## config.mk

```make
export PLATFORM = sky130hd
export DESIGN_NAME = array_list_table_core
export DESIGN_NICKNAME = d
export VERILOG_FILES = /design/src/rtl/alt_pkg.sv /design/src/rtl/alt_cell.sv /design/src/rtl/array_list_table_core.sv
export SDC_FILE = /design/constraint.sdc
export NUM_CORES = 2
export LEC_CHECK = 0
export BUFFER_PORTS_ARGS = -buffer_cell sky130_fd_sc_hd__buf_2
export CORE_UTILIZATION = 36
export CTS_CLUSTER_SIZE = 40
export DETAILED_ROUTE_END_ITERATION = 8
export GPL_TIMING_DRIVEN = 0
export PLACE_DENSITY_LB_ADDON = 0.3
export SYNTH_ARGS = -nofsm -noshare
export SYNTH_HDL_FRONTEND = slang
export SYNTH_HIERARCHICAL = 1
export SYNTH_SLANG_ARGS = --single-unit
```

## constraint.sdc

```tcl
create_clock -name clk -period 13.27 [get_ports clk]
set_input_delay 0.6635 -clock clk [delete_from_list [all_inputs] [get_ports clk]]
set_output_delay 0.6635 -clock clk [all_outputs]
set_load 0.02 [all_outputs]
```

## src/rtl/alt_pkg.sv

```systemverilog
`timescale 1ns / 1ps
`default_nettype none

package alt_pkg;

    localparam int ALT_DEPTH      = 64;
    localparam int ALT_DATA_WIDTH = 32;

    // field widths of the beat ports
    localparam int MODE_W  = 2;
    localparam int INDEX_W = 6;
    localparam int VALUE_W = 32;
    localparam int OUT_W   = 7;

    // operation carried by the mode field of an input beat
    typedef enum logic [MODE_W-1:0] {
        MODE_APPEND = 2'd0,
        MODE_CHANGE = 2'd1,
        MODE_FIND   = 2'd2,
        MODE_REMOVE = 2'd3
    } mode_t;

    // command broadcast from the controller to every cell
    typedef struct packed {
        logic wr;     // write wdata into the cell at target
        logic shift;  // cells in [lo, hi) take their right neighbour's entry
        logic start;  // load the search token into cell 0
        logic run;    // search token moves one cell to the right
    } alt_cmd_t;

endpackage

`default_nettype wire

```

## src/rtl/alt_cell.sv

```systemverilog
`timescale 1ns / 1ps
`default_nettype none

module alt_cell #(
    parameter int POS        = 0,
    parameter int DATA_WIDTH = alt_pkg::ALT_DATA_WIDTH,
    parameter int CNT_W      = 7
) (
    input  wire logic                  clk,
    input  wire logic                  rst_n,
    input  wire alt_pkg::alt_cmd_t     cmd,
    input  wire logic [CNT_W-1:0]      target,
    input  wire logic [CNT_W-1:0]      lo,
    input  wire logic [CNT_W-1:0]      hi,
    input  wire logic [DATA_WIDTH-1:0] wdata,
    input  wire logic [DATA_WIDTH-1:0] query,
    input  wire logic [DATA_WIDTH-1:0] right_data,
    input  wire logic                  token_in,
    output logic [DATA_WIDTH-1:0]      data,
    output logic                       token_out,
    output logic                       hit
);
    import alt_pkg::*;

    localparam logic [CNT_W-1:0] MY_POS = CNT_W'(POS);

    logic [DATA_WIDTH-1:0] data_reg;
    logic [DATA_WIDTH-1:0] data_next;
    logic                  token_reg;
    logic                  token_next;

    always_comb
    begin
        data_next = data_reg;
        if (cmd.wr && (target == MY_POS))
        begin
            data_next = wdata;
        end
        else if (cmd.shift && (MY_POS >= lo) && (MY_POS < hi))
        begin
            data_next = right_data;
        end
    end

    always_comb
    begin
        if (POS == 0)
        begin
            token_next = cmd.start;
        end
        else
        begin
            token_next = cmd.run & token_in;
        end
    end

    always_ff @(posedge clk)
    begin
        data_reg <= data_next;
    end

    always_ff @(posedge clk or negedge rst_n)
    begin
        if (!rst_n)
        begin
            token_reg <= 1'b0;
        end
        else
        begin
            token_reg <= token_next;
        end
    end

    assign data      = data_reg;
    assign token_out = token_reg;
    assign hit       = token_reg & (data_reg == query);

endmodule

`default_nettype wire

```

## src/rtl/array_list_table_core.sv

```systemverilog
// Compacted list of up to DEPTH values held in a row of cells, one entry per cell.
// Each input beat carries mode (0 append, 1 change at index, 2 find value,
// 3 remove at index), index and value; each produces exactly one result beat
// with found_index, the count after the operation and an error flag. For
// append, change and remove the addressed cell is written, or every cell from
// index below the last entry takes its right neighbour's entry, all in the same edge.
// A find walks a token down the row, one cell per cycle, and reports the
// first matching position, or found_index equal to the count when the value is
// absent; a find on an empty list answers at once. Only one beat is in flight;
// a new beat is taken only when no find runs and the last result is taken.
`timescale 1ns / 1ps
`default_nettype none

module array_list_table_core #(
    parameter int DEPTH      = alt_pkg::ALT_DEPTH,
    parameter int DATA_WIDTH = alt_pkg::ALT_DATA_WIDTH
) (
    input  wire logic                        clk,
    input  wire logic                        rst_n,
    input  wire logic                        in_valid,
    output logic                             in_ready,
    input  wire logic [alt_pkg::MODE_W-1:0]  mode,
    input  wire logic [alt_pkg::INDEX_W-1:0] index,
    input  wire logic [alt_pkg::VALUE_W-1:0] value,
    output logic                             out_valid,
    input  wire logic                        out_ready,
    output logic [alt_pkg::OUT_W-1:0]        found_index,
    output logic [alt_pkg::OUT_W-1:0]        count,
    output logic                             error
);
    import alt_pkg::*;

    localparam int CNT_W  = $clog2(DEPTH + 1);
    localparam int CMP_W  = (CNT_W > INDEX_W) ? CNT_W : INDEX_W;
    localparam int VEXT_W = (DATA_WIDTH > VALUE_W) ? DATA_WIDTH : VALUE_W;
    localparam logic [CNT_W-1:0] FULL_COUNT = CNT_W'(DEPTH);

    typedef enum logic [1:0] {
        ST_IDLE = 2'b01,
        ST_FIND = 2'b10
    } state_t;

    state_t                state_reg, state_next;
    logic [CNT_W-1:0]      count_reg, count_next;
    logic [CNT_W-1:0]      scan_reg, scan_next;
    logic [DATA_WIDTH-1:0] query_reg, query_next;
    logic                  out_valid_reg;
    logic [OUT_W-1:0]      found_reg;
    logic [OUT_W-1:0]      count_out_reg;
    logic                  error_reg;

    logic                  accept;
    logic [VEXT_W-1:0]     value_ext;
    logic [DATA_WIDTH-1:0] wdata;
    logic                  full;
    logic                  in_range;
    logic [CNT_W-1:0]      idx;
    logic [CNT_W-1:0]      scan_inc;
    logic                  scan_last;
    logic                  any_hit;

    alt_cmd_t              cmd;
    logic [CNT_W-1:0]      target;
    logic [CNT_W-1:0]      lo;
    logic [CNT_W-1:0]      hi;

    logic                  res_valid;
    logic [CNT_W-1:0]      res_found;
    logic [CNT_W-1:0]      res_count;
    logic                  res_error;

    logic [DATA_WIDTH-1:0] cell_data [DEPTH];
    logic [DEPTH-1:0]      token_vec;
    logic [DEPTH-1:0]      hit_vec;

    assign in_ready  = (state_reg == ST_IDLE) && (!out_valid_reg || out_ready);
    assign accept    = in_valid && in_ready;
    assign value_ext = VEXT_W'(value);
    assign wdata     = value_ext[DATA_WIDTH-1:0];
    assign full      = (count_reg == FULL_COUNT);
    assign in_range  = (CMP_W'(index) < CMP_W'(count_reg));
    assign idx       = CNT_W'(index);
    assign scan_inc  = scan_reg + CNT_W'(1);
    assign scan_last = (scan_inc == count_reg);
    assign any_hit   = |hit_vec;

    always_comb
    begin
        state_next = state_reg;
        count_next = count_reg;
        scan_next  = scan_reg;
        query_next = query_reg;
        cmd        = '0;
        target     = count_reg;
        lo         = idx;
        hi         = count_reg - CNT_W'(1);
        res_valid  = 1'b0;
        res_found  = '0;
        res_count  = count_reg;
        res_error  = 1'b0;

        unique case (state_reg)
            ST_IDLE:
            begin
                if (accept)
                begin
                    unique case (mode)
                        MODE_APPEND:
                        begin
                            res_valid = 1'b1;
                            res_error = full;
                            cmd.wr    = !full;
                            target    = count_reg;
                            if (!full)
                            begin
                                count_next = count_reg + CNT_W'(1);
                            end
                            res_count = count_next;
                        end
                        MODE_CHANGE:
                        begin
                            res_valid = 1'b1;
                            res_error = !in_range;
                            cmd.wr    = in_range;
                            target    = idx;
                        end
                        MODE_FIND:
                        begin
                            // empty list answers at once with found_index equal to the count
                            if (count_reg == '0)
                            begin
                                res_valid = 1'b1;
                            end
                            else
                            begin
                                cmd.start  = 1'b1;
                                query_next = wdata;
                                scan_next  = '0;
                                state_next = ST_FIND;
                            end
                        end
                        MODE_REMOVE:
                        begin
                            res_valid = 1'b1;
                            res_error = !in_range;
                            cmd.shift = in_range;
                            if (in_range)
                            begin
                                count_next = count_reg - CNT_W'(1);
                            end
                            res_count = count_next;
                        end
                        default:
                        begin
                            res_valid = 1'b0;
                        end
                    endcase
                end
            end
            ST_FIND:
            begin
                // token sits in cell scan_reg this cycle
                if (any_hit || scan_last)
                begin
                    res_valid  = 1'b1;
                    res_found  = any_hit ? scan_reg : count_reg;
                    state_next = ST_IDLE;
                end
                else
                begin
                    cmd.run   = 1'b1;
                    scan_next = scan_inc;
                end
            end
            default:
            begin
                state_next = ST_IDLE;
            end
        endcase
    end

    generate
        for (genvar g = 0; g < DEPTH; g++)
        begin : g_cell
            alt_cell #(
                .POS        (g),
                .DATA_WIDTH (DATA_WIDTH),
                .CNT_W      (CNT_W)
            ) u_cell (
                .clk        (clk),
                .rst_n      (rst_n),
                .cmd        (cmd),
                .target     (target),
                .lo         (lo),
                .hi         (hi),
                .wdata      (wdata),
                .query      (query_reg),
                .right_data (cell_data[(g + 1 < DEPTH) ? g + 1 : g]),
                .token_in   (token_vec[(g > 0) ? g - 1 : 0]),
                .data       (cell_data[g]),
                .token_out  (token_vec[g]),
                .hit        (hit_vec[g])
            );
        end
    endgenerate

    always_ff @(posedge clk or negedge rst_n)
    begin
        if (!rst_n)
        begin
            state_reg     <= ST_IDLE;
            count_reg     <= '0;
            scan_reg      <= '0;
            out_valid_reg <= 1'b0;
        end
        else
        begin
            state_reg <= state_next;
            count_reg <= count_next;
            scan_reg  <= scan_next;
            if (res_valid)
            begin
                out_valid_reg <= 1'b1;
            end
            else if (out_ready)
            begin
                out_valid_reg <= 1'b0;
            end
        end
    end

    always_ff @(posedge clk)
    begin
        query_reg <= query_next;
        if (res_valid)
        begin
            found_reg     <= OUT_W'(res_found);
            count_out_reg <= OUT_W'(res_count);
            error_reg     <= res_error;
        end
    end

    assign out_valid   = out_valid_reg;
    assign found_index = found_reg;
    assign count       = count_out_reg;
    assign error       = error_reg;

    // list never grows past its depth
    assert property (@(posedge clk) disable iff (!rst_n) count_reg <= FULL_COUNT)
        else $error("entry count above depth");

    // at most one search token in the row
    assert property (@(posedge clk) disable iff (!rst_n) $onehot0(token_vec))
        else $error("more than one search token");

    // while searching, the token stays inside the filled part of the row
    assert property (@(posedge clk) disable iff (!rst_n)
        (state_reg == ST_FIND) |-> (scan_reg < count_reg) && token_vec != '0)
        else $error("search token lost or beyond count");

    // a result never lands on one that is still waiting
    assert property (@(posedge clk) disable iff (!rst_n)
        res_valid |-> (!out_valid_reg || out_ready))
        else $error("result beat overwritten");

    // count only moves on an accepted beat
    assert property (@(posedge clk) disable iff (!rst_n)
        !accept |=> $stable(count_reg))
        else $error("count changed without a beat");

endmodule

`default_nettype wire
```

==> metrics.yaml <==
outcome: "finished, final reports clean"
grt_overflow: 0
wl_met3_um: 35600
largest_register_ffs: 2048
fin_crit_sh: 0.546
antenna_found_initial: 12
synthSimpleGateAreaFrac: 0.0735
grt.total_usage: 0.235
p_leak_nw: 58.8
drive_gt1_frac: 0.357
ys_seq_area_frac: 0.514
async_flop_share: 0.0372
p_int_mw: 13.1
dp_cells: 13200
place.gp.congestion: 0.917
synth_area_leader_cell: "edfxtp_1"
syn_area_per_cell_um2: 15.6
area_delta_synth_final_pct: 18.6
hold_ws_ns: 0.145
dr.max_layer_used: "met5"
synth_cells: 8114
hpwl_um: 311000
slowest_stage: "nor4_4"
chipWidth_um: 594
yosys_warnings: 6
power_switching_share: 0.312
path_class: "reg -> reg"
synth_edf_count: 2095
grt_pass1_vias: 78400
fin_worst_skew_ns: 0.0710
synth-xor-area-share: 0.142
max-vdd-ir-drop_v: 0.000222
synth_top_area_share: 0.498
max_freq_ghz: 0.138
finalNetCount: 8904
clk_latency_ns: 0.92
grt_start_max_net_pins: 65
power.share.sequential: 0.414
portBuffers: 60
r2r_cells: 16
ios: 61
first_iter_violations: 8075
routed-via-count: 77000
hold_path_class: "in -> reg"
post_cts_buffers: 0
cp.arrival_ns: 8.04
fin_tns_setup_ns: 0
synth_area_leaders: "edfxtp_1 50%, mux2_4 21%, xor2_1 14%, nor4_1 2.3%, mux2_2 2.3%"
synth_top_family_by_area: "multiplexers"
cts_tree: "built"
fin_crit_ns: 7.25
fp.dieArea_um2: 353000
numCtsBuffers: 234
synth-compound-area-share: 0.0133
drcViolationCount: 0
endpoint_kind: "register"
synth_mux_area_frac: 0.236
worst_slew_pin_slew_ns: 1.39
worst_slew_margin_rel: 0.0737
critPathLaunchType: "register"
drtAntennaViolNets: 0
cts_resized: 0
drt-total-wl_um: 429000
wl_per_cell_um: 31.4
combPwrFrac: 0.243
cpMostUsedCell: "buf_16"
clk_pin_slew_ns: 0.06
worstPathMaxFanout: 34
finalHoldViolations: 0
synth-seq-cells: 2176
pwr-share-clk: 0.343
htreeDepth: 4
crit_path_cell_trace: "buf_16 -> buf_16 -> buf_16 -> buf_16 -> xor2_1 -> nor4_1 -> nand4_1 -> nor3_1 -> nor4_1 -> nand4_1 -> nor4_4 -> nor2b_4 -> buf_6 -> and2_4 -> buf_16 -> and2_1"
firstDrtPassIters: 6
p_per_area_nw_per_um2: 127
critPathMaxStageDelay_ns: 1.27
grt_pass1_wl_um: 599000
synthAdderAreaFrac: 0.00158
wl_met2_um: 184000
stdcell_count: 13600
final_max_slew_viol_count: 0
vias_per_cell: 5.64
cts_num_sinks: 2176
total_power_mw: 19.1
post_synth_num_cell_types: 90
rows: 217
die_h_um: 594
synth_ff_type: "edfxtp_1"
drt-met1-wl_um: 189000
start_util: 0.362
clockBufferDepth: 4
crit_required_ns: 14.07
rsz0062_at_grt: "no"
p_sw_mw: 5.95
core_um2: 349000
setup-violations-final: 0
syn-cell-area_um2: 126000
hold_depth: 3
cts_root_buffer: "clkbuf_16"
max-cap-violations: 0
-- layout by cell type, fill, tap and decap left out, drive strengths merged, types with 64 or more instances in the layout --
cell | Yosys | routed
mux2 | 2054 | 2054
xnor2 | 94 | 94
conb | 1 | 64
xor2 | 1961 | 1961
nand4 | 121 | 121
buf | 201 | 631
nor3 | 145 | 145
nor4 | 478 | 478
o21ai | 78 | 78
clkbuf | 5 | 312
nand3 | 172 | 172
and2 | 68 | 68
edfxtp | 2095 | 2095
dfrtp | 80 | 80
clkinv | 0 | 91
nand2 | 82 | 82
-- what timing repair did --
| item | in CTS | in global routing |
|---|---|---|
| hold endpoints to repair | 35 | 0 |
| hold buffers | 1 | 0 |
| endpoints found under the setup margin | 0 | 0 |
-- cell type report --
class | instances | area [µm²]
Multi-Input combinational cell | 5772 | 59800
Buffer | 206 | 2370
Sequential cell | 2176 | 64900
Fill cell | 30800 | 200000
Tap cell | 4599 | 5750
Timing Repair Buffer | 431 | 9440
Inverter | 23 | 86.3
Clock inverter | 119 | 1110
Antenna cell | 6 | 15.0
Clock buffer | 307 | 6350
-- cell usage after synthesis (43+ instances only) --
library cell  number
xor2_1          1961
mux2_2           262
dfrtp_1           80
nand2_1           57
edfxtp_1        2095
xnor2_1           94
and4bb_2          44
nor4_1           472
and2_1            68
buf_6            164
nor3_1           141
nand3_1          171
nand4_1           88
nor2_1            43
o21ai_0           72
mux2_4          1775
-- worst max-delay path, delay by kind of cell, from the launching register on --
kind                   cells  cell delay (ns)
AND/OR/NAND/NOR            9             4.47
buffers and inverters      6             1.24
flip-flops                 1             1.03
XOR/XNOR                   1             0.15
-- logic make-up after synthesis --
family,Yosys count
flops,2176
simple gates,1330
other cells,1
fa+ha+maj,16
buf+inv,229
xor+xnor,2055
mux,2054
compound gates,253
-- power by group through the flow --
stage	Clock [mW]	Combinational [mW]	Sequential, mW
detailed placement	0	4.45	8.02
global placement	0	3.19	8.48
CTS	6.63	4.47	7.88
floorplan	0	1.89	8.15
global route	6.88	4.71	7.89
finish	6.54	4.63	7.88
-- through the flow --
step	util	worst slack, ns	area (µm²)
4_1_cts	0.429	6.17	150000
3_5_place_dp	0.407	6.25	142000
2_1_floorplan	-	5.30	127000
6_report	0.429	6.02	150000
3_3_place_gp	0.380	-1.46	133000
5_1_grt	0.429	6.05	150000
-- layer usage --
metal	global-route usage	up-vias
met2	0.351	4157
met4	0.101	10
met3	0.0440	997
met5	0	-
li1	-	32300
met1	0.331	39500
-- path summary, 6_finish.rpt --
check | slack [ns] | endpoint | startpoint
worst max register to register | 6.02 | g_cell[19].u_cell/token_out | query_reg[9]
worst max-delay path | 6.02 | g_cell[19].u_cell/token_out | query_reg[9]
min in group asynchronous | 0.28 | out_valid | rst_n
worst min-delay path | 0.14 | out_valid | out_ready
max in group asynchronous | 12.09 | g_cell[35].u_cell/token_out | rst_n
worst min register to register | 0.49 | g_cell[34].u_cell/token_out | g_cell[33].u_cell/token_out
Power figures use the tool's default switching activity.
